==> src/ebrc_pkg.sv <==
// ----------------------------------------------------------------------------
// ebrc_pkg
// Types, opcodes and constants shared by the 8-bit RISC step core.
// ----------------------------------------------------------------------------
`default_nettype none

package ebrc_pkg;

   // Instruction formats, taken from the top two bits of the word.
   typedef enum logic [1:0] {
      FMT_RALU = 2'd0,
      FMT_IALU = 2'd1,
      FMT_MEM  = 2'd2,
      FMT_JMP  = 2'd3
   } ebrc_fmt_type;

   typedef enum logic [3:0] {
      OP_ADD  = 4'd0,
      OP_ADC  = 4'd1,
      OP_SUB  = 4'd2,
      OP_SBC  = 4'd3,
      OP_CMP  = 4'd4,
      OP_CMC  = 4'd5,
      OP_AND  = 4'd6,
      OP_OR   = 4'd7,
      OP_XOR  = 4'd8,
      OP_SHL  = 4'd9,
      OP_SHR  = 4'd10,
      OP_RSVD = 4'd11,
      OP_MOV  = 4'd12,
      OP_INS  = 4'd13,
      OP_TSB  = 4'd14,
      OP_BST  = 4'd15
   } ebrc_op_type;

   // Address modes of the load/store format.
   typedef enum logic [2:0] {
      MEM_SP = 3'd0,
      MEM_FP = 3'd1,
      MEM_RA = 3'd2,
      MEM_GB = 3'd3,
      MEM_GE = 3'd4,
      MEM_GF = 3'd5,
      MEM_GG = 3'd6,
      MEM_GH = 3'd7
   } ebrc_mem_mode_type;

   // Target modes of the jump/call format.
   typedef enum logic [2:0] {
      JMP_LOW  = 3'd0,
      JMP_HIGH = 3'd1,
      JMP_REL  = 3'd2,
      JMP_RA   = 3'd3,
      JMP_GE   = 3'd4,
      JMP_GF   = 3'd5,
      JMP_GG   = 3'd6,
      JMP_GH   = 3'd7
   } ebrc_jmp_mode_type;

   typedef enum logic [2:0] {
      COND_C      = 3'd0,
      COND_V      = 3'd1,
      COND_N      = 3'd2,
      COND_Z      = 3'd3,
      COND_GT     = 3'd4,
      COND_GE     = 3'd5,
      COND_HI     = 3'd6,
      COND_ALWAYS = 3'd7
   } ebrc_cond_type;

   localparam int NUM_REGS = 16;
   localparam logic [3:0] SR_INDEX = 4'd2;
   localparam logic [3:0] SP_INDEX = 4'd3;
   localparam logic [3:0] FP_INDEX = 4'd4;
   localparam logic [3:0] GB_INDEX = 4'd5;
   localparam logic [3:0] RA_INDEX = 4'd0;

   localparam int FLAG_C_BIT = 3;
   localparam int FLAG_V_BIT = 2;
   localparam int FLAG_N_BIT = 1;
   localparam int FLAG_Z_BIT = 0;

   // Per-opcode masks: result written to register x, status register written.
   localparam logic [15:0] WRITE_SET = 16'b1011011111001111;
   localparam logic [15:0] FLAGS_SET = 16'b1100011111111111;

   localparam logic [15:0] STACK_BASE = 16'h0100;
   localparam logic [15:0] PAGE_BASE  = 16'h0200;
   localparam logic [15:0] LOW_BUILD  = 16'h0040;
   localparam logic [15:0] HIGH_BUILD = 16'h00C0;

   typedef logic [NUM_REGS-1:0][7:0] ebrc_regs_type;

   // Architectural state as seen by the execute logic.
   typedef struct packed {
      ebrc_regs_type regs;
      logic [15:0]   pc;
      logic          pending;
      logic [3:0]    target;
   } ebrc_state_type;

   // State update produced by one executed transaction. Priority inside the
   // register file: register x write, then return address, then status.
   typedef struct packed {
      logic [15:0] pc;
      logic        sr_we;
      logic [7:0]  sr;
      logic        ra_we;
      logic [15:0] ra;
      logic        x_we;
      logic [3:0]  x_idx;
      logic [7:0]  x_data;
      logic        ld_set;
      logic [3:0]  ld_tgt;
   } ebrc_upd_type;

   typedef struct packed {
      logic [15:0] next_pc;
      logic        mem_load;
      logic        mem_store;
      logic [15:0] mem_addr;
      logic [7:0]  store_data;
      logic        illegal;
      logic [3:0]  flags;
   } ebrc_rsp_type;

endpackage

`default_nettype wire

==> src/eight_bit_risc_core_step.sv <==
// The request is held in an input register and executed from there; its
// response is registered on the rsp_ channel.
// Throughput: one instruction or load delivery per cycle while the rsp_
// channel accepts; the register file and program counter update in the
// execute cycle, so the next transaction sees them without a bubble.
// Reset clears all registers, status, pc and the pending load.
// ----------------------------------------------------------------------------
// eight_bit_risc_core_step
// Top level: request register, combinational execute and response register.
// ----------------------------------------------------------------------------
`default_nettype none

module eight_bit_risc_core_step
   import ebrc_pkg::*;
(
   input  wire logic        clock,
   input  wire logic        reset,
   input  wire logic        req_tvalid,
   output logic             req_tready,
   input  wire logic [23:0] req_tdata,  // instruction[15:0], load_data[23:16]
   input  wire logic        req_tuser,  // cmd
   output logic             rsp_tvalid,
   input  wire logic        rsp_tready,
   // next_pc[15:0], mem_load[16], mem_store[17], mem_addr[33:18],
   // store_data[41:34], illegal[42], flags[46:43], zero[47]
   output logic [47:0]      rsp_tdata
);

   logic           in_valid_ff;
   logic           in_cmd_ff;
   logic [15:0]    in_ins_ff;
   logic [7:0]     in_ld_ff;
   logic           rsp_valid_ff, rsp_valid_in;
   logic [47:0]    rsp_data_ff;
   logic           exec_fire;
   logic           req_take;
   ebrc_state_type state;
   ebrc_upd_type   upd;
   ebrc_rsp_type   res;

   assign exec_fire  = in_valid_ff && (!rsp_valid_ff || rsp_tready);
   assign req_tready = !in_valid_ff || exec_fire;
   assign req_take   = req_tvalid && req_tready;

   always_ff @(posedge clock) begin
      if (reset) begin
         in_valid_ff <= 1'b0;
      end else if (req_tready) begin
         in_valid_ff <= req_tvalid;
      end
   end

   always_ff @(posedge clock) begin
      if (req_take) begin
         in_cmd_ff <= req_tuser;
         in_ins_ff <= req_tdata[15:0];
         in_ld_ff  <= req_tdata[23:16];
      end
   end

   ebrc_regfile u_regfile (
      .clock (clock),
      .reset (reset),
      .en    (exec_fire),
      .upd   (upd),
      .state (state)
   );

   ebrc_exec u_exec (
      .cmd         (in_cmd_ff),
      .instruction (in_ins_ff),
      .load_data   (in_ld_ff),
      .state       (state),
      .upd         (upd),
      .rsp         (res)
   );

   always_comb begin
      if (exec_fire) begin
         rsp_valid_in = 1'b1;
      end else if (rsp_tready) begin
         rsp_valid_in = 1'b0;
      end else begin
         rsp_valid_in = rsp_valid_ff;
      end
   end

   always_ff @(posedge clock) begin
      if (reset) begin
         rsp_valid_ff <= 1'b0;
      end else begin
         rsp_valid_ff <= rsp_valid_in;
      end
   end

   always_ff @(posedge clock) begin
      if (exec_fire) begin
         rsp_data_ff <= {1'b0, res.flags, res.illegal, res.store_data, res.mem_addr,
                         res.mem_store, res.mem_load, res.next_pc};
      end
   end

   assign rsp_tvalid = rsp_valid_ff;
   assign rsp_tdata  = rsp_data_ff;

   a_fire_gives_rsp : assert property (@(posedge clock) disable iff (reset)
      exec_fire |=> rsp_valid_ff)
      else $error("executed transaction produced no response");

   a_load_marks_pending : assert property (@(posedge clock) disable iff (reset)
      (exec_fire && res.mem_load) |=> (state.pending && state.target == $past(in_ins_ff[7:4])))
      else $error("load did not record its pending target");

   a_mem_exclusive : assert property (@(posedge clock) disable iff (reset)
      exec_fire |-> !(res.mem_load && res.mem_store))
      else $error("load and store requested together");

   a_delivery_keeps_pc : assert property (@(posedge clock) disable iff (reset)
      (exec_fire && in_cmd_ff) |=> (state.pc == $past(state.pc) && !state.pending))
      else $error("load delivery changed pc or left a load pending");

   a_illegal_no_access : assert property (@(posedge clock) disable iff (reset)
      (exec_fire && res.illegal) |-> (!res.mem_load && !res.mem_store && !upd.x_we
                                      && !upd.sr_we))
      else $error("illegal opcode changed state or accessed memory");

endmodule

`default_nettype wire

==> src/ebrc_regfile.sv <==
// ----------------------------------------------------------------------------
// ebrc_regfile
// Byte register file, program counter and pending-load tracking.
// ----------------------------------------------------------------------------
`default_nettype none

module ebrc_regfile
   import ebrc_pkg::*;
(
   input  wire logic           clock,
   input  wire logic           reset,
   input  wire logic           en,
   input  wire ebrc_upd_type   upd,
   output ebrc_state_type      state
);

   ebrc_regs_type regs_ff, regs_in;
   logic [15:0]   pc_ff;
   logic          pending_ff;
   logic [3:0]    target_ff;

   always_comb begin
      for (int i = 0; i < NUM_REGS; i++) begin
         if (upd.x_we && (upd.x_idx == 4'(i))) begin
            regs_in[i] = upd.x_data;
         end else if (upd.ra_we && (4'(i) == RA_INDEX)) begin
            regs_in[i] = upd.ra[7:0];
         end else if (upd.ra_we && (4'(i) == RA_INDEX + 4'd1)) begin
            regs_in[i] = upd.ra[15:8];
         end else if (upd.sr_we && (4'(i) == SR_INDEX)) begin
            regs_in[i] = upd.sr;
         end else begin
            regs_in[i] = regs_ff[i];
         end
      end
   end

   always_ff @(posedge clock) begin
      if (reset) begin
         regs_ff    <= '0;
         pc_ff      <= '0;
         pending_ff <= 1'b0;
         target_ff  <= '0;
      end else if (en) begin
         regs_ff    <= regs_in;
         pc_ff      <= upd.pc;
         pending_ff <= upd.ld_set;
         target_ff  <= upd.ld_tgt;
      end
   end

   assign state.regs    = regs_ff;
   assign state.pc      = pc_ff;
   assign state.pending = pending_ff;
   assign state.target  = target_ff;

endmodule

`default_nettype wire

==> src/ebrc_alu.sv <==
// ----------------------------------------------------------------------------
// ebrc_alu
// Byte ALU: arithmetic, logic, shifts and bit operations with flag update.
// ----------------------------------------------------------------------------
`default_nettype none

module ebrc_alu
   import ebrc_pkg::*;
(
   input  wire ebrc_op_type op,
   input  wire logic [7:0]  a,
   input  wire logic [7:0]  b,
   input  wire logic [7:0]  sr_in,
   output logic [7:0]       res,
   output logic [7:0]       sr_out
);

   always_comb begin
      logic [7:0] bb;
      logic       cin;
      logic [8:0] sum;
      logic [7:0] sr;

      // Subtract forms add the inverted operand.
      bb = ((op == OP_SUB) || (op == OP_SBC) || (op == OP_CMP) || (op == OP_CMC)) ? ~b : b;
      if (op == OP_ADD) begin
         cin = 1'b0;
      end else if ((op == OP_SUB) || (op == OP_CMP)) begin
         cin = 1'b1;
      end else begin
         cin = sr_in[FLAG_C_BIT];
      end
      sum = {1'b0, a} + {1'b0, bb} + {8'd0, cin};
      sr  = sr_in;
      res = a;

      unique case (op)
         OP_ADD, OP_ADC, OP_SUB, OP_SBC, OP_CMP, OP_CMC: begin
            res            = sum[7:0];
            sr[FLAG_C_BIT] = sum[8];
            sr[FLAG_V_BIT] = (a[7] == bb[7]) && (a[7] != sum[7]);
         end
         OP_AND:  res = a & bb;
         OP_OR:   res = a | bb;
         OP_XOR:  res = a ^ bb;
         OP_SHL:  res = a << bb[2:0];
         OP_SHR:  res = a >> bb[2:0];
         OP_MOV:  res = bb;
         OP_INS:  res = {bb[1:0], a[5:0]};
         OP_BST:  res[bb[2:0]] = bb[3];
         OP_TSB, OP_RSVD: res = '0;
         default: res = '0;
      endcase

      // The carry-chained forms only ever clear Z.
      if (op == OP_TSB) begin
         sr[FLAG_Z_BIT] = a[bb[2:0]];
      end else if ((op == OP_ADC) || (op == OP_SBC) || (op == OP_CMC)) begin
         if (res != 8'd0) begin
            sr[FLAG_Z_BIT] = 1'b0;
         end
      end else begin
         sr[FLAG_Z_BIT] = (res == 8'd0);
      end

      if (op == OP_TSB) begin
         sr[FLAG_N_BIT] = (bb[5:3] == 3'd0) && bb[0];
      end else begin
         sr[FLAG_N_BIT] = res[7];
      end

      sr_out = sr;
   end

endmodule

`default_nettype wire

==> src/ebrc_exec.sv <==
// ----------------------------------------------------------------------------
// ebrc_exec
// Instruction decode, address and target generation, state update and
// result assembly for one transaction.
// ----------------------------------------------------------------------------
`default_nettype none

module ebrc_exec
   import ebrc_pkg::*;
(
   input  wire logic           cmd,
   input  wire logic [15:0]    instruction,
   input  wire logic [7:0]     load_data,
   input  wire ebrc_state_type state,
   output ebrc_upd_type        upd,
   output ebrc_rsp_type        rsp
);

   ebrc_fmt_type fmt;
   ebrc_op_type  op;
   logic [3:0]   x;
   logic [7:0]   imm;
   logic [7:0]   sr_old;
   logic [7:0]   alu_b;
   logic [7:0]   alu_res;
   logic [7:0]   alu_sr;
   logic [15:0]  pc_adv;

   assign fmt    = ebrc_fmt_type'(instruction[15:14]);
   assign op     = ebrc_op_type'(instruction[13:10]);
   assign x      = instruction[7:4];
   // Six-bit immediate, sign-extended to a byte.
   assign imm    = {{2{instruction[9]}}, instruction[9:8], instruction[3:0]};
   assign sr_old = state.regs[SR_INDEX];
   assign pc_adv = state.pc + 16'd2;
   assign alu_b  = (fmt == FMT_IALU) ? imm : state.regs[instruction[3:0]];

   ebrc_alu u_alu (
      .op     (op),
      .a      (state.regs[x]),
      .b      (alu_b),
      .sr_in  (sr_old),
      .res    (alu_res),
      .sr_out (alu_sr)
   );

   always_comb begin
      logic [15:0] base;
      logic [7:0]  off;
      logic [15:0] sum16;
      logic        fc, fv, fn, fz, ge, jump;
      logic [3:0]  pair_lo;
      logic [7:0]  sr_final;

      upd        = '0;
      upd.pc     = state.pc;
      upd.ld_tgt = state.target;
      rsp        = '0;
      base       = '0;
      off        = '0;
      sum16      = '0;
      jump       = 1'b0;
      fc         = sr_old[FLAG_C_BIT];
      fv         = sr_old[FLAG_V_BIT];
      fn         = sr_old[FLAG_N_BIT];
      fz         = sr_old[FLAG_Z_BIT];
      ge         = fv ? fc : !fn;
      pair_lo    = {1'b1, instruction[11:10], 1'b0};

      if (cmd) begin
         // Load delivery: only lands when a load is outstanding.
         if (state.pending) begin
            upd.x_we   = 1'b1;
            upd.x_idx  = state.target;
            upd.x_data = load_data;
         end
         rsp.next_pc = state.pc;
      end else begin
         upd.pc = pc_adv;
         unique case (fmt)
            FMT_RALU, FMT_IALU: begin
               if (op == OP_RSVD) begin
                  rsp.illegal = 1'b1;
               end else begin
                  upd.sr_we  = FLAGS_SET[op];
                  upd.sr     = alu_sr;
                  upd.x_we   = WRITE_SET[op];
                  upd.x_idx  = x;
                  upd.x_data = alu_res;
               end
            end
            FMT_MEM: begin
               unique case (ebrc_mem_mode_type'(instruction[12:10]))
                  MEM_SP:  base = STACK_BASE | {8'd0, state.regs[SP_INDEX]};
                  MEM_FP:  base = STACK_BASE | {8'd0, state.regs[FP_INDEX]};
                  MEM_RA:  base = {state.regs[RA_INDEX + 4'd1], state.regs[RA_INDEX]};
                  MEM_GB:  base = PAGE_BASE | {8'd0, state.regs[GB_INDEX]};
                  MEM_GE, MEM_GF, MEM_GG, MEM_GH:
                     base = {state.regs[pair_lo + 4'd1], state.regs[pair_lo]};
                  default: base = '0;
               endcase
               off          = imm;
               sum16        = base + {{8{off[7]}}, off};
               rsp.mem_addr = sum16;
               if (instruction[13]) begin
                  rsp.mem_store  = 1'b1;
                  rsp.store_data = state.regs[x];
               end else begin
                  rsp.mem_load = 1'b1;
                  upd.ld_set   = 1'b1;
                  upd.ld_tgt   = x;
               end
            end
            FMT_JMP: begin
               unique case (ebrc_jmp_mode_type'(instruction[12:10]))
                  JMP_LOW:  base = LOW_BUILD;
                  JMP_HIGH: base = HIGH_BUILD;
                  JMP_REL:  base = pc_adv;
                  JMP_RA:   base = {state.regs[RA_INDEX + 4'd1], state.regs[RA_INDEX]};
                  JMP_GE, JMP_GF, JMP_GG, JMP_GH:
                     base = {state.regs[pair_lo + 4'd1], state.regs[pair_lo]};
                  default:  base = '0;
               endcase
               unique case (ebrc_cond_type'(instruction[6:4]))
                  COND_C:      jump = fc;
                  COND_V:      jump = fv;
                  COND_N:      jump = fn;
                  COND_Z:      jump = fz;
                  COND_GT:     jump = ge && !fz;
                  COND_GE:     jump = ge;
                  COND_HI:     jump = fc && !fz;
                  COND_ALWAYS: jump = 1'b1;
                  default:     jump = 1'b1;
               endcase
               jump = jump ^ instruction[7];
               // Word offset: the immediate doubled, kept to a signed byte.
               off   = {imm[6:0], 1'b0};
               sum16 = base + {{8{off[7]}}, off};
               // A call saves the return address even when not taken.
               upd.ra_we = instruction[13];
               upd.ra    = pc_adv;
               upd.pc    = jump ? sum16 : pc_adv;
            end
            default: begin
               rsp.illegal = 1'b0;
            end
         endcase
         rsp.next_pc = upd.pc;
      end

      if (upd.x_we && (upd.x_idx == SR_INDEX)) begin
         sr_final = upd.x_data;
      end else if (upd.sr_we) begin
         sr_final = upd.sr;
      end else begin
         sr_final = sr_old;
      end
      rsp.flags = sr_final[3:0];
   end

endmodule

`default_nettype wire

==> config.mk <==
export PLATFORM = sky130hd
export DESIGN_NAME = eight_bit_risc_core_step
export DESIGN_NICKNAME = d
export VERILOG_FILES = /design/src/ebrc_pkg.sv /design/src/eight_bit_risc_core_step.sv /design/src/ebrc_regfile.sv /design/src/ebrc_alu.sv /design/src/ebrc_exec.sv
export SDC_FILE = /design/constraint.sdc
export NUM_CORES = 1
export LEC_CHECK = 0
export BUFFER_PORTS_ARGS = -buffer_cell sky130_fd_sc_hd__buf_4
export CAP_MARGIN = 20
export CORE_MARGIN = 3
export CORE_UTILIZATION = 40
export CTS_CLUSTER_DIAMETER = 60
export DETAILED_ROUTE_END_ITERATION = 16
export PLACE_DENSITY = 0.67
export SYNTH_ARGS = -nofsm -noshare
export SYNTH_HDL_FRONTEND = slang
export SYNTH_SLANG_ARGS = --single-unit
==> constraint.sdc <==
create_clock -name clock -period 5.62 [get_ports clock]
set_input_delay 1.124 -clock clock [delete_from_list [all_inputs] [get_ports clock]]
set_output_delay 1.124 -clock clock [all_outputs]
set_load 0.005 [all_outputs]
==> summary.txt <==
Layout
  – Most frequent cells in the layout: 253 x nor2_1, 153 x dfxtp_1, 141 x buf_4, 124 x a211oi_1, 106 x nand2_1
  – Commonest non-fill, non-tap cell in the layout: nor2_1
  – # fillers: ~3500
  – Register area: 0.00523 mm^2
  – Synth-to-Final Area Change: 13.7%
  – Final net count: 1727
  – Final cell count without fillers: 2141
  – Footprint of the multi-input gates: between 0.009 and 0.01 mm^2
  – Ant. Diodes: 0
  – Util after Layout: between 40% and 50%
  – Layout cells sized above 1: about a fifth

Synthesis
  – Asr flop ratio synth: 0%
  – Number of enable flip-flop cells after synthesis: 72
  – Post-Syn Nets: 1670
  – Dominant synthesized flop cell: dfxtp_1
  – Cell area after synthesis: about 0.015 mm^2
  – Yosys warns: 0
  – Area fraction of the dominant cell type after synthesis: about a fifth
  – Synth Area per Inst: 9.41 um^2
  – Syn Inst Count: 1595
  – Number of synthesized register bits: 225
  – Register area share after synthesis: a little over a third
  – Synth top area cells: dfxtp_1 20%, edfxtp_1 14%, mux4_2 12%, nor2_1 6.3%, a211oi_1 6.2%
  – Distinct cells, synth: 88
  – Post-synth top area cell: dfxtp_1

Setup path
  – Req. time, crit path: 6.01 ns
  – Max stage delay cell, worst path: edfxtp_1
  – Crit-path cells: buf_4, mux4_2, mux2i_1, o21a_1, xnor2_1, ha_1, a21o_1, a21o_1, a21oi_1, nor2b_1, a311oi_1, o21ai_0, xor2_1, o32ai_1, nand2_1, or3_1, a22oi_1
  – R2R depth: 17
  – Largest stage delay on the critical path: 0.65 ns
  – Crit start category: flip-flop
  – WP data arrival: 5.59 ns
  – Crit. End Element: flip-flop
  – Most used cell, CP: a21o_1
  – CP max FO: 21
  – CP Class: flip-flop to flip-flop

Clock tree
  – CTS root buffer: clkbuf_16
  – Post-cts resize count: 0
  – CTS Sinks: 225
  – CTS H-tree depth: 1
  – CTS clock-pin slew for the worst setup and hold paths: ~0.060 ns
  – Worst-skew pair later-pin latency: 0.57 ns
  – CTS buffer count: 27
  – CTS Hold Buffers Added: 0
  – CTS tree: yes
  – Post-CTS Setup Inserts: 0
  – Clk buf depth: 3

GRT
  – Gr usage total: 25.2%
  – First-pass GRT wire length: between 70000 and 80000 um
  – Number of global-route vias before repair: 12700
  – Initial antenna violation count: 1
  – Gr ovfl total: 0
  – Pin count of the biggest net entering global routing: 87

STA
  – Clock Skews: around 0.016 ns
  – Min cycle time layout: 5.20 ns
  – Least-Margin Pin Slew: ~1.0 ns
  – Pins over their slew limit: 0
  – Final-report setup violation count: 0
  – F_max: 0.192 GHz
  – RSZ-0062 raised after global routing: false
  – Hold Fails Final Rpt: 0
  – Slew headroom: approximately 33%
  – Setup_tns: 0 ns
  – Final Cycle Share: 92.5%

Place
  – Post-DP HPWL: 37600 um
  – PortBufs: just under 80
  – Post-Place Cells: around 2100
  – Routability cong.: 0.980

Detailed routing
  – WL final: 51400 um
  – Routed Antenna Nets: 0
  – TritonRoute pass-1 iters: 5
  – WL per Instance: approximately 24 um
  – DRC violations left: 0
  – Detailed-route via count: 13500
  – Drt via density: 6.31
  – Initial drt markers: 1664

Floorplanning
  – Die area: 0.0399 mm^2
  – Area of the core: between 0.03 and 0.04 mm^2
  – # IOs: 79
  – Starting Density: between 40% and 50%
  – Rows: 70
  – Die W: 200 um
  – Die Span Y: between 150 and 200 um

Flow run
  – MaxCap Viol Count: 0

Power and ir drop
  – Peak VDD IR: between 0.15 and 0.2 mV
  – Leak: 6.16 nW
  – Power Density: 243 mW/mm^2
  – Total chip power: 4.15 mW

Worst hold path
  – Hold Path Stages: 2
  – Hold Path Class: flip-flop to flip-flop

Outcome
  – Outcome: complete, no violations
[final cells by class]
| type | instances | area share, % |
|---|---|---|
| Tap cell | 468 | 3.43 |
| Clock inverter | 8 | 0.440 |
| Inverter | 47 | 1.03 |
| Multi-Input combinational cell | 1204 | 53.1 |
| Sequential cell | 225 | 30.6 |
| Clock buffer | 42 | 4.60 |
| Timing Repair Buffer | 147 | 6.81 |
[worst paths after layout]
kind / slack [ns] / start / end
worst max-delay path: 0.42 / in_ins_ff[5] / rsp_tdata[43]
worst min-delay path: 0.48 / u_regfile.target_ff[2] / u_regfile.target_ff[2]
worst max register to register: 0.42 / in_ins_ff[5] / rsp_tdata[43]
worst min register to register: 0.48 / u_regfile.target_ff[2] / u_regfile.target_ff[2]
[routing by layer]
metal	global-route usage, %	wire, um	part of all wire (%)
met1	35.7	21800	42
met2	38.5	22600	44
met3	4.96	5170	10
met4	9.02	1840	3.6
met5	0	11	0.021
[state kept, by name (all words and copies together) (netlist names), named ones only]
register              count
rsp_tdata                47
u_regfile.target_ff       4
in_ld_ff                  8
in_valid_ff               1
rsp_tvalid                1
u_regfile.pc_ff          16
in_ins_ff                16
in_cmd_ff                 1
u_regfile.state         128
u_regfile.pending_ff      1
[through the flow]
step                      setup WS (ns)  area [um^2]  hold WS (ns)
after floorplan                   0.176        15000         0.436
after detailed placement          0.469        16200         0.460
after global routing             0.0443        17100         0.484
final                             0.424        17100         0.476
after CTS                         0.458        17000         0.470
after global placement            0.558        16200         0.449
[power by group]
group	leakage (nW)	switching [mW]	internal, mW
clock	0.425	0.725	0.974
sequential	1.92	0.0484	1.72
combinational	3.81	0.423	0.255
[kinds of logic after synthesis]
family                   count (synthesis)  synth area share [%]
other                                    1                0.0250
XOR/XNOR                                54                  3.15
multiplexers                           142                  17.1
flip-flops                             225                  34.8
AND/OR/NAND/NOR                        507                  15.1
AO/OA/AOI/OAI                          454                  21.0
adder cells (fa/ha/maj)                 46                  3.99
buffers and inverters                  166                  4.88
[critical path, delay by kind of cell (launching register included)]
| kind | cells | cell delay, ns |
|---|---|---|
| AOI/OAI and AO/OA | 8 | 2.05 |
| xor gates and xnor gates | 2 | 0.33 |
| adders and majority gates | 1 | 0.22 |
| buffers and inverters | 1 | 0.40 |
| DFF | 1 | 0.65 |
| muxes | 2 | 0.81 |
| and+or+nand+nor | 3 | 0.55 |
[synthesized netlist by cell type, types with 27 or more instances]
cell      count
nor2_1      253
dfxtp_1     153
a211oi_1    124
nand2_1     106
a21oi_1     100
mux4_2       82
edfxtp_1     72
clkbuf_1     70
o21ai_0      66
ha_1         43
inv_1        42
xnor2_1      37
nor3_1       33
mux2i_1      30
buf_2        27
Power figures use the tool's default switching activity.
